## src/hw/rtl/bldc_hall_commutator_unit_assert.svh

```systemverilog
// assertion macros shared by the hall commutator rtl
`ifndef BLDC_HALL_COMMUTATOR_UNIT_ASSERT_SVH
`define BLDC_HALL_COMMUTATOR_UNIT_ASSERT_SVH
`ifndef ASSERT_OFF
`define BHC_ASSERT(lbl, clk, rst, prop, msg) \
   lbl: assert property (@(posedge clk) disable iff (rst) prop) else $error(msg);
`define BHC_ASSERT_ALWAYS(lbl, clk, prop, msg) \
   lbl: assert property (@(posedge clk) prop) else $error(msg);
`else
`define BHC_ASSERT(lbl, clk, rst, prop, msg)
`define BHC_ASSERT_ALWAYS(lbl, clk, prop, msg)
`endif
`endif

```

## src/hw/rtl/bhc_pkg.sv

```systemverilog
// types, constants and lookup functions of the hall commutator
package bhc_pkg;

   localparam int CMP_W = 16;
   localparam int PERIOD_W = 16;
   localparam int DUTY_W = 16;
   localparam int DEAD_W = 15;
   localparam int POS_W = 3;
   localparam int PH_W = 3;
   localparam int CSR_IDX_W = 2;
   localparam int CSR_DATA_W = 16;

   // wide enough for period+dead, 2*dead and any compare value, plus a carry
   localparam int SUM_W = 18;
   localparam int EXT_W = ((CMP_W > SUM_W) ? CMP_W : SUM_W) + 1;
   localparam logic [EXT_W-1:0] CMP_MAX = EXT_W'({CMP_W{1'b1}});

   localparam logic [CSR_IDX_W-1:0] REG_PWM_PERIOD = 2'd0;
   localparam logic [CSR_IDX_W-1:0] REG_PWM_DUTY = 2'd1;
   localparam logic [CSR_IDX_W-1:0] REG_DEAD_TIME = 2'd2;

   localparam logic [PH_W-1:0] PH_AC = 3'd0;
   localparam logic [PH_W-1:0] PH_BC = 3'd1;
   localparam logic [PH_W-1:0] PH_BA = 3'd2;
   localparam logic [PH_W-1:0] PH_CA = 3'd3;
   localparam logic [PH_W-1:0] PH_CB = 3'd4;
   localparam logic [PH_W-1:0] PH_AB = 3'd5;
   localparam logic [PH_W-1:0] PH_OFF = 3'd6;

   localparam logic [POS_W-1:0] POS_NONE = 3'd0;
   localparam logic [POS_W-1:0] POS_FIRST = 3'd1;
   localparam logic [POS_W-1:0] POS_LAST = 3'd6;

   typedef struct packed {
      logic [PERIOD_W-1:0] pwm_period;
      logic [DUTY_W-1:0] pwm_duty;
      logic [DEAD_W-1:0] dead_time;
   } cfg_type;

   // last declared field sits in the lowest bits
   typedef struct packed {
      logic stop;
      logic direction;
      logic [POS_W-1:0] hall_pos;
   } req_type;

   typedef struct packed {
      logic seq_error;
      logic pos_error;
      logic low_c_on;
      logic low_b_on;
      logic low_a_on;
      logic [CMP_W-1:0] ch_c_secondary;
      logic [CMP_W-1:0] ch_c_primary;
      logic [CMP_W-1:0] ch_b_secondary;
      logic [CMP_W-1:0] ch_b_primary;
      logic [CMP_W-1:0] ch_a_secondary;
      logic [CMP_W-1:0] ch_a_primary;
      logic [PH_W-1:0] phase;
   } rsp_type;

   localparam int REQ_W = $bits(req_type);
   localparam int RSP_W = $bits(rsp_type);
   localparam int REQ_TDATA_W = ((REQ_W + 7) / 8) * 8;
   localparam int RSP_TDATA_W = ((RSP_W + 7) / 8) * 8;

   function automatic logic [PH_W-1:0] phase_lookup(logic [POS_W-1:0] pos, logic fwd);
      logic [PH_W-1:0] ph;
      ph = PH_OFF;
      if (fwd) begin
         unique case (pos)
            3'd1: ph = PH_AB;
            3'd2: ph = PH_AC;
            3'd3: ph = PH_BC;
            3'd4: ph = PH_BA;
            3'd5: ph = PH_CA;
            3'd6: ph = PH_CB;
            default: ph = PH_OFF;
         endcase
      end else begin
         unique case (pos)
            3'd1: ph = PH_AC;
            3'd2: ph = PH_BC;
            3'd3: ph = PH_BA;
            3'd4: ph = PH_CA;
            3'd5: ph = PH_CB;
            3'd6: ph = PH_AB;
            default: ph = PH_OFF;
         endcase
      end
      return ph;
   endfunction

   function automatic logic [CMP_W-1:0] sat_cmp(logic [EXT_W-1:0] v);
      return (v > CMP_MAX) ? CMP_MAX[CMP_W-1:0] : v[CMP_W-1:0];
   endfunction

endpackage

```

## src/hw/rtl/bhc_csr.sv

```systemverilog
// configuration registers of the hall commutator
module bhc_csr
   import bhc_pkg::*;
(
   input  logic                  clock,
   input  logic                  reset,
   input  logic                  csr_valid,
   output logic                  csr_ready,
   input  logic [CSR_IDX_W-1:0]  csr_index,
   input  logic [CSR_DATA_W-1:0] csr_data,
   output cfg_type               cfg
);

   cfg_type cfg_ff, cfg_in;

   assign csr_ready = 1'b1;

   always_comb begin
      cfg_in = cfg_ff;
      if (csr_valid) begin
         unique case (csr_index)
            REG_PWM_PERIOD: cfg_in.pwm_period = PERIOD_W'(csr_data);
            REG_PWM_DUTY: cfg_in.pwm_duty = DUTY_W'(csr_data);
            REG_DEAD_TIME: cfg_in.dead_time = csr_data[DEAD_W-1:0];
            default: cfg_in = cfg_ff;
         endcase
      end
   end

   always_ff @(posedge clock) begin
      if (reset) begin
         cfg_ff <= '0;
      end else begin
         cfg_ff <= cfg_in;
      end
   end

   assign cfg = cfg_ff;

endmodule

```

## src/hw/rtl/bhc_step.sv

```systemverilog
// input register, commutation decode and hall/phase order tracking
`include "bldc_hall_commutator_unit_assert.svh"
module bhc_step
   import bhc_pkg::*;
(
   input  logic    clock,
   input  logic    reset,
   input  cfg_type cfg,
   input  logic    in_valid,
   output logic    in_ready,
   input  req_type in_item,
   output logic    res_valid,
   input  logic    res_ready,
   output rsp_type res
);

   logic            valid_ff, valid_in;
   req_type         item_ff;
   logic [POS_W-1:0] last_pos_ff, last_pos_in;
   logic [PH_W-1:0] last_ph_ff, last_ph_in;
   logic            advance;

   logic [PH_W-1:0] ph;
   logic            pos_ok;
   logic [POS_W-1:0] pos_expect;
   logic [PH_W-1:0] ph_expect;
   logic [SUM_W-1:0] dead2;
   logic [CMP_W-1:0] idle_p, drv_p, drv_s;

   assign advance = valid_ff && res_ready;
   assign in_ready = !valid_ff || res_ready;
   assign valid_in = (in_valid && in_ready) || (valid_ff && !res_ready);

   always_ff @(posedge clock) begin
      if (reset) begin
         valid_ff <= 1'b0;
         last_pos_ff <= POS_NONE;
         last_ph_ff <= PH_OFF;
      end else begin
         valid_ff <= valid_in;
         last_pos_ff <= last_pos_in;
         last_ph_ff <= last_ph_in;
      end
   end

   always_ff @(posedge clock) begin
      if (in_valid && in_ready) begin
         item_ff <= in_item;
      end
   end

   // order state follows each item as it leaves, stop included
   assign last_pos_in = advance ? item_ff.hall_pos : last_pos_ff;
   assign last_ph_in = advance ? ph : last_ph_ff;

   assign ph = phase_lookup(item_ff.hall_pos, item_ff.direction);
   assign pos_ok = (item_ff.hall_pos >= POS_FIRST) && (item_ff.hall_pos <= POS_LAST);

   always_comb begin
      if (item_ff.direction) begin
         pos_expect = (item_ff.hall_pos == POS_FIRST) ? POS_LAST : item_ff.hall_pos - 3'd1;
         ph_expect = (ph == PH_AC) ? PH_AB : ph - 3'd1;
      end else begin
         pos_expect = (item_ff.hall_pos == POS_LAST) ? POS_FIRST : item_ff.hall_pos + 3'd1;
         ph_expect = (ph == PH_AB) ? PH_AC : ph + 3'd1;
      end
   end

   assign dead2 = SUM_W'({cfg.dead_time, 1'b0});
   assign idle_p = sat_cmp(EXT_W'(cfg.pwm_period) + EXT_W'(cfg.dead_time));
   assign drv_p = sat_cmp(EXT_W'(dead2));
   assign drv_s = (EXT_W'(cfg.pwm_duty) > EXT_W'(dead2)) ?
                  sat_cmp(EXT_W'(cfg.pwm_duty) - EXT_W'(dead2)) : '0;

   always_comb begin
      res = '0;
      res.ch_a_primary = idle_p;
      res.ch_b_primary = idle_p;
      res.ch_c_primary = idle_p;
      res.phase = PH_OFF;
      if (!item_ff.stop && ph != PH_OFF) begin
         res.phase = ph;
         unique case (ph)
            PH_AC: begin
               res.ch_a_primary = drv_p;
               res.ch_a_secondary = drv_s;
               res.low_a_on = 1'b1;
            end
            PH_AB: begin
               res.ch_a_primary = drv_p;
               res.ch_a_secondary = drv_s;
               res.low_c_on = 1'b1;
            end
            PH_BC: begin
               res.ch_b_primary = drv_p;
               res.ch_b_secondary = drv_s;
               res.low_a_on = 1'b1;
            end
            PH_BA: begin
               res.ch_b_primary = drv_p;
               res.ch_b_secondary = drv_s;
               res.low_b_on = 1'b1;
            end
            PH_CA: begin
               res.ch_c_primary = drv_p;
               res.ch_c_secondary = drv_s;
               res.low_b_on = 1'b1;
            end
            PH_CB: begin
               res.ch_c_primary = drv_p;
               res.ch_c_secondary = drv_s;
               res.low_c_on = 1'b1;
            end
            default: res.phase = PH_OFF;
         endcase
      end
      // order checks use the hall phase even under stop
      res.pos_error = !pos_ok || (last_pos_ff != pos_expect);
      res.seq_error = (ph == PH_OFF) || (last_ph_ff != ph_expect);
   end

   assign res_valid = valid_ff;

   `BHC_ASSERT(a_off_no_low, clock, reset,
      valid_ff && res.phase == PH_OFF |-> !(res.low_a_on || res.low_b_on || res.low_c_on),
      "low side enabled with phase off")
   `BHC_ASSERT(a_drive_one_low, clock, reset,
      valid_ff && res.phase != PH_OFF |-> $onehot({res.low_a_on, res.low_b_on, res.low_c_on}),
      "driven phase needs exactly one low side")
   `BHC_ASSERT(a_hold_item, clock, reset,
      valid_ff && !res_ready |=> valid_ff && $stable(item_ff) && $stable(last_ph_ff),
      "stalled item or order state changed")
   `BHC_ASSERT(a_invalid_pos_err, clock, reset,
      valid_ff && !pos_ok |-> res.pos_error && res.seq_error,
      "invalid hall position not flagged")

endmodule

```

## src/hw/rtl/bhc_rsp.sv

```systemverilog
// result register toward the output channel
`include "bldc_hall_commutator_unit_assert.svh"
module bhc_rsp
   import bhc_pkg::*;
(
   input  logic    clock,
   input  logic    reset,
   input  logic    in_valid,
   output logic    in_ready,
   input  rsp_type in_item,
   output logic    out_valid,
   input  logic    out_ready,
   output rsp_type out_item
);

   logic    valid_ff, valid_in;
   rsp_type item_ff;

   assign in_ready = !valid_ff || out_ready;
   assign valid_in = in_ready ? in_valid : valid_ff;

   always_ff @(posedge clock) begin
      if (reset) begin
         valid_ff <= 1'b0;
      end else begin
         valid_ff <= valid_in;
      end
   end

   always_ff @(posedge clock) begin
      if (in_valid && in_ready) begin
         item_ff <= in_item;
      end
   end

   assign out_valid = valid_ff;
   assign out_item = item_ff;

   `BHC_ASSERT_ALWAYS(a_empty_after_reset, clock,
      reset |=> !valid_ff,
      "result valid right after reset")

endmodule

```

## src/hw/rtl/bldc_hall_commutator_unit.sv

```systemverilog
// six-step hall commutator top level
// pipeline: two register stages (input register, result register); rsp_tvalid rises
// when an accepted req moves on into the result register, which holds it until rsp_tready
// one item per cycle unless rsp_tready stalls; decode: one lookup plus saturating adds
// config registers reset to 0, hall order state to no position and phase off
// reset is synchronous, active high; no clearing pass
module bldc_hall_commutator_unit
   import bhc_pkg::*;
(
   input  logic                   clock,
   input  logic                   reset,
   input  logic                   req_tvalid,
   output logic                   req_tready,
   // hall_pos[2:0], direction[3], stop[4], zero fill
   input  logic [REQ_TDATA_W-1:0] req_tdata,
   output logic                   rsp_tvalid,
   input  logic                   rsp_tready,
   // phase, ch_a_primary, ch_a_secondary, ch_b_primary, ch_b_secondary,
   // ch_c_primary, ch_c_secondary, low_a_on, low_b_on, low_c_on, pos_error, seq_error
   output logic [RSP_TDATA_W-1:0] rsp_tdata,
   input  logic                   csr_valid,
   output logic                   csr_ready,
   input  logic [CSR_IDX_W-1:0]   csr_index,
   input  logic [CSR_DATA_W-1:0]  csr_data
);

   cfg_type cfg;
   req_type req_item;
   rsp_type step_res, out_item;
   logic    step_valid, step_ready;

   assign req_item = req_tdata[REQ_W-1:0];

   bhc_csr u_csr (
      .clock     (clock),
      .reset     (reset),
      .csr_valid (csr_valid),
      .csr_ready (csr_ready),
      .csr_index (csr_index),
      .csr_data  (csr_data),
      .cfg       (cfg)
   );

   bhc_step u_step (
      .clock     (clock),
      .reset     (reset),
      .cfg       (cfg),
      .in_valid  (req_tvalid),
      .in_ready  (req_tready),
      .in_item   (req_item),
      .res_valid (step_valid),
      .res_ready (step_ready),
      .res       (step_res)
   );

   bhc_rsp u_rsp (
      .clock     (clock),
      .reset     (reset),
      .in_valid  (step_valid),
      .in_ready  (step_ready),
      .in_item   (step_res),
      .out_valid (rsp_tvalid),
      .out_ready (rsp_tready),
      .out_item  (out_item)
   );

   assign rsp_tdata = RSP_TDATA_W'(out_item);

endmodule
```

## config.mk

```make
export PLATFORM = sky130hd
export DESIGN_NAME = bldc_hall_commutator_unit
export DESIGN_NICKNAME = d
export VERILOG_FILES = /design/src/hw/rtl/bhc_pkg.sv /design/src/hw/rtl/bhc_csr.sv /design/src/hw/rtl/bhc_step.sv /design/src/hw/rtl/bhc_rsp.sv /design/src/hw/rtl/bldc_hall_commutator_unit.sv
export VERILOG_INCLUDE_DIRS = /design/src /design/src/hw/rtl
export SDC_FILE = /design/constraint.sdc
export NUM_CORES = 1
export LEC_CHECK = 0
export ABC_CLOCK_PERIOD_IN_PS = 5400
export BUFFER_PORTS_ARGS = -buffer_cell sky130_fd_sc_hd__buf_4
export CORE_MARGIN = 8
export CORE_UTILIZATION = 57
export DETAILED_ROUTE_END_ITERATION = 16
export HOLD_SLACK_MARGIN = 0.12
export PLACE_DENSITY = 0.9
export RECOVER_POWER = 100
export SYNTH_ARGS = -nofsm -noshare
export SYNTH_HDL_FRONTEND = slang
export SYNTH_SLANG_ARGS = --single-unit
export TNS_END_PERCENT = 10
```

## constraint.sdc

```tcl
create_clock -name clock -period 5.4 [get_ports clock]
set_input_delay 1.35 -clock clock [delete_from_list [all_inputs] [get_ports clock]]
set_output_delay 1.35 -clock clock [all_outputs]
set_load 0.02 [all_outputs]
```

# Yosys cells after proc, flatten, opt, wreduce, memory -nomap -nowiden
# Cells that the tools add are included.
dict set report classes {
  n_eq_ne 17
  order_cmp 6
  addsub 6
  reduce_logical 31
  n_mux 21
}
# operator n
set ops {}
lappend ops {{$mux W83} 1}
lappend ops {{$mux W16} 5}
lappend ops {{$mux W32} 2}
lappend ops {{$gt A19 B16 Y1 const B} 2}
lappend ops {{$pmux W3 S6} 2}
lappend ops {{$mux W3} 8}
lappend ops {{$eq A3 B3 Y1 const B} 6}
lappend ops {{$add A16 B15 Y17} 1}
lappend ops {{$sub A16 B16 Y17} 1}
lappend ops {{$gt A16 B16 Y1} 1}
lappend ops {{$gt A16 B16 Y1 const B} 1}
lappend ops {{$reduce_and A2 Y1} 7}
lappend ops {{$eq A3 B2 Y1 const B} 4}
lappend ops {{$reduce_or A2 Y1} 6}
lappend ops {{$add A3 B1 Y3 const B} 2}
lappend ops {{$eq A3 B1 Y1 const B} 2}
lappend ops {{$ne A3 B3 Y1} 2}
lappend ops {{$reduce_or A6 Y1} 1}
lappend ops {{$sub A3 B1 Y3 const B} 2}
lappend ops {{$logic_and A1 B1 Y1} 5}
lappend ops {{$logic_not A1 Y1} 5}
lappend ops {{$logic_or A1 B1 Y1} 5}
lappend ops {{$ge A3 B1 Y1 const B} 1}
lappend ops {{$le A3 B3 Y1 const B} 1}
lappend ops {{6 further kinds} 8}
dict set report totals {
  in_bits 31
  register_bits 164
  wordCells 103
  output_inout_bits 107
}

# Depth between registers and ports, before layout
dict set report depth {
  word_depth 8
  ltp_mapped 14
  ltp_nobuf 12
}

# Hierarchy
# From an unflattened synthesis, not the netlist that was laid out.
dict set report hier_totals {
  hier_cells 844
  area_unflattened_um2 8888.5
}
# module seq_area_each_um2 n_inst area_per_inst_um2 cells_per_inst
set by_module_without_submodules {}
lappend by_module_without_submodules {bhc_step 290.3 1 3778.6 558}
lappend by_module_without_submodules {bhc_rsp 3143.0 1 3178.0 109}
lappend by_module_without_submodules {bhc_csr 940.9 1 1931.9 177}

# Worst setup path before layout
# Ideal clock, no wire load.
dict set report synth_timing {
  kind {in2reg}
  start {in rsp_tready}
  end {reg u_rsp.item_ff, in the netlist u_rsp.out_item[0] (enable)}
  path_slack_ns 1.144
  arrival_ns 3.797
  path_stages 4
  n_path_buf 1
  path_cell_list {nor2b_1 nand2b_1 clkbuf_1 inv_1}
}
dict set report synth_between {
  elab_chain_len 2
}
# element line_no
set synth_rtl {}
lappend synth_rtl {{from (decl)} bldc_hall_commutator_unit.sv:17} ;# input logic rsp_tready,
lappend synth_rtl {{$logic_or A1 B1 Y1} bhc_rsp.sv:19} ;# assign in_ready = !valid_ff || out_ready;
lappend synth_rtl {{$logic_and A1 B1 Y1} --}
lappend synth_rtl {{named net u_step.advance} bhc_step.sv:21} ;# logic advance;
lappend synth_rtl {{to (signal assigned)} bhc_rsp.sv:32} ;# item_ff <= in_item;
lappend synth_rtl {{to (decl)} bhc_rsp.sv:17} ;# rsp_type item_ff;
# The timed path passes the listed nets, and every way through them passes these cells.
# A chain may end at the register's enable or synchronous reset.

# Final worst setup path
dict set report layout_timing {
  start {reg u_step.item_ff[1] (netlist name)}
  end {reg u_rsp.item_ff, in the netlist u_rsp.out_item[52] (data pin)}
}
dict set report layout_between {
  elab_chain_len 6
}
# element line_no
set layout_rtl {}
lappend layout_rtl {{from (decl)} bhc_step.sv:18} ;# req_type item_ff;
lappend layout_rtl {{from (signal assigned)} bhc_step.sv:48} ;# item_ff <= in_item;
lappend layout_rtl {{$eq A3 B3 Y1, or another cell as far along} {bhc_pkg.sv:71, bhc_pkg.sv:81}}
lappend layout_rtl {{$pmux W3 S6, on equally long branches} {bhc_pkg.sv:81, bhc_pkg.sv:71}}
lappend layout_rtl {{$mux W3 (*)} bhc_pkg.sv:70} ;# if (fwd) begin
lappend layout_rtl {{$eq A3 B1 Y1, or another cell as far along} bhc_step.sv:83} ;# unique case (ph)
lappend layout_rtl {{$reduce_or A2 Y1 (no line) / $logic_and A1 B1 Y1 (equally long branches)} --}
lappend layout_rtl {{$reduce_and A2 Y1 (no line) (*)} --}
# Every way passes the cells marked *; elsewhere a longest branch is shown, timed or not.

==> impl_metrics.csv <==
group,metric,value,unit
min_path,holdPathStages,2,
die,initial_core_util,57.9,%
logic_synthesis,synth_flop_cell,"edfxtp_1",
die,chipHeight,137,um
clock_tree,cts.path.max_buffers,2,
clock_tree,cts_resized,0,
worst_setup_path,crit_path_start_kind,"register",
logic_synthesis,synthAdderAreaFrac,5.70,%
cells_and_area,diodes,0,
power,p_leak,3.76,nW
sta,slew_violations,56,
clock_tree,cts_hold_buf,0,
clock_tree,cts.clk_slew.worst_paths,0.06,ns
clock_tree,clkLatencyLatePin,0.43,ns
die,die_w,137,um
sta,hold_ws,0.456,ns
job,drv_cap,1,
sta,fin_crit_sh,70.6,%
logic_synthesis,syn_inst,848,
global_routing,grt.overflow.total,0,
outcome,violations,"max-capacitance violations, max-slew violations",
logic_synthesis,synth_xor_area_share,2.61,%
worst_setup_path,worstPathArrival,4.07,ns
clock_tree,postCtsSetupBuffers,0,
worst_setup_path,slowest_stage,"a21oi_4",
worst_setup_path,worstSetupPathType,"register to register",
logic_synthesis,synth_top_family_by_area,"compound AO/OA/AOI/OAI gates",
power,powerDensity,334,nW/um^2
worst_setup_path,reg2reg_depth,9,
logic_synthesis,syn_avg_cell_area,9.89,um^2
min_path,whs_endpoint,"u_csr.cfg[16]",
outcome,outcome,"finished, violations left",
clock_tree,h-tree-depth,4,
logic_synthesis,synth_cell_types,66,
worst_setup_path,path_max_fanout,19,
sta,report.final.hold_viol_count,0,
route,drtAntennaViolNets,0,
route,first_pass_iters,5,
min_path,hold_class,"register to register",
sta,finClkSkew,0.00702,ns
global_routing,grt_pass1_wl,32.5,mm
worst_setup_path,max_stage_delay,0.65,ns
cells_and_area,syn_to_final_growth,14.9,%
logic_synthesis,ys_async_sr_fraction,0,%
cells_and_area,final_cell_mix,"138 x nand2_1, 111 x clkbuf_1, 109 x edfxtp_1",
die,core-area,14500,um^2
cells_and_area,regArea,4370,um^2
die,num_rows,44,
worst_setup_path,crit_chain,"inv_1 > ha_1 > nand2b_1 > a21bo_2 > o221ai_1 > or3_1 > a21oi_4 > nand2_1 > a21oi_1",
route,vias_per_cell,5.94,
min_path,hp-start,"u_csr.cfg[16]",
route,drc_errors,0,
sta,rsz0062_at_grt,"no",
logic_synthesis,synth_fp_nets,916,
global_routing,first_global_vias,6419,
placement,dp_hpwl,14.4,mm
global_routing,track_usage,22.0,%
worst_setup_path,ff2ff_setup_slack,1.59,ns
cells_and_area,fill_cells,1191,
cells_and_area,mostFrequentLayoutCell,"nand2_1",
logic_synthesis,syn_area,8390,um^2
cells_and_area,final_layout_size_suffix_gt1_share,8.60,%
sta,fin_setup_tns,0,ns
logic_synthesis,synth_edf_count,109,
cells_and_area,multi_input_area,3670,um^2
logic_synthesis,synth-seq-cells,164,
logic_synthesis,synth-compound-area-share,18.0,%
placement,gp_congestion,0.922,
clock_tree,cts.sinks,164,
global_routing,antenna_found_initial,0,
clock_tree,cts_made_buffers,17,
power,peakVddDrop,251,uV
route,first_iter_violations,740,
sta,slew-limit-headroom,-60.0,%
die,pin_count,138,
logic_synthesis,ys_seq_area_share,52.1,%
clock_tree,clockRootBuffer,"clkbuf_16",
worst_setup_path,required,5.66,ns
logic_synthesis,synthMuxAreaShare,2.34,%
worst_setup_path,r2r-start,"u_step.item_ff[1]",
route,dr_total_vias,6902,
sta,min_period,3.81,ns
sta,worst_slew_pin_slew,2.40,ns
die,die-area,18900,um^2
power,power,3.22,mW
placement,port_buffers,133,
route,wl,20.8,mm
clock_tree,cts_tree,"yes",
worst_setup_path,end_kind,"register",
logic_synthesis,yosys_warnings,0,
logic_synthesis,yosys.area_share.simple,15.4,%
sta,fmax,0.262,GHz
cells_and_area,fin_nets,1032,
sta,setup_viol,0,
global_routing,grt_max_degree,88,
worst_setup_path,rr_endpoint,"u_rsp.out_item[52]",
route,wire_per_inst,17.9,um
## synth_stat cells, drive strengths merged (3+ instances only)
| cell type | n | share of area [%] |
|---|---|---|
| buf | 14 | 1.1 |
| nor2b | 10 | 0.75 |
| nor3 | 5 | 0.30 |
| nand2 | 138 | 6.3 |
| and3 | 4 | 0.30 |
| o211ai | 5 | 0.45 |
| mux2 | 13 | 1.7 |
| or3 | 5 | 0.43 |
| ha | 35 | 5.2 |
| edfxtp | 109 | 39 |
| o21a | 22 | 2.0 |
| o22ai | 3 | 0.22 |
| a211o | 4 | 0.42 |
| nor2 | 76 | 3.4 |
| a21oi | 109 | 6.9 |
| a31oi | 28 | 2.2 |
| nand3 | 8 | 0.48 |
| clkbuf | 27 | 1.2 |
| or2 | 4 | 0.30 |
| o31ai | 4 | 0.42 |
| a22oi | 3 | 0.27 |
| nor3b | 3 | 0.27 |
| o21ai | 22 | 1.3 |
| xnor2 | 11 | 1.1 |
| nand2b | 11 | 0.82 |
| xor2 | 14 | 1.5 |
| dfxtp | 55 | 13 |
| a21o | 17 | 1.5 |
| a211oi | 3 | 0.27 |
| mux2i | 5 | 0.60 |
| nand4 | 8 | 0.60 |
| inv | 33 | 1.5 |
| and2 | 10 | 0.75 |
## where the power goes
group | switching, mW | internal, mW
clock | 0.480 | 0.761
sequential | 0.0364 | 1.42
combinational | 0.351 | 0.168
## kinds of logic after synthesis
group	count (synthesis)
flops	164
fa+ha+maj	37
compound gates	239
other cells	1
xor+xnor	25
simple gates	290
mux	18
buf+inv	74
## routing by layer
layer	up-vias	track usage (%)	part of all wire, %
li1	3271	-	-
met1	3254	28.0	42
met2	323	34.3	46
met3	54	5.58	8.4
met4	0	10.9	3.4
met5	-	0	0
## state kept, by name (all words and copies together), names as in the netlist
signal and flops:
u_rsp.out_item 104, u_csr.cfg 47, u_step.item_ff 5, u_step.last_ph_ff 3
u_step.last_pos_ff 3, u_rsp.out_valid 1, u_step.res_valid 1
## worst max-delay path, delay by kind of cell (launching register included)
kind            cells  cell delay, ns
compound gates      4            1.45
buf+inv             1            0.14
fa+ha+maj           1            0.35
simple gates        3            1.21
flops               1            0.49
## layout make-up
class	instances	share of cell area, %
tap	184	2.39
inverter	33	1.31
sequential	164	45.4
timing repair buffer	138	6.46
multi-input combinational	610	38.1
clock buffer	26	5.79
clock inverter	6	0.597
## through the flow
step,worst slack (ns),utilization [%],instance area (um^2),cells
global placement,1.95,65.4,9470,1129
detailed placement,1.83,65.4,9470,1129
floorplan,1.14,-,8390,848
finish,1.59,66.6,9640,1161
global route,1.30,66.6,9640,1161
CTS,1.81,69.7,10100,1161
## how the worst max path moves through the flow
stage                            startpoint            endpoint  slack (ns)
after floorplan                  rsp_tready   u_rsp.out_item[0]        1.14
after global placement    u_step.item_ff[0]  u_rsp.out_item[81]        1.95
after detailed placement  u_step.item_ff[0]  u_rsp.out_item[81]        1.83
after CTS                 u_step.item_ff[0]  u_rsp.out_item[81]        1.81
after global routing      u_step.item_ff[1]  u_rsp.out_item[52]        1.30
final                     u_step.item_ff[1]  u_rsp.out_item[52]        1.59
No activity file was read; power rests on OpenSTA's default activity.
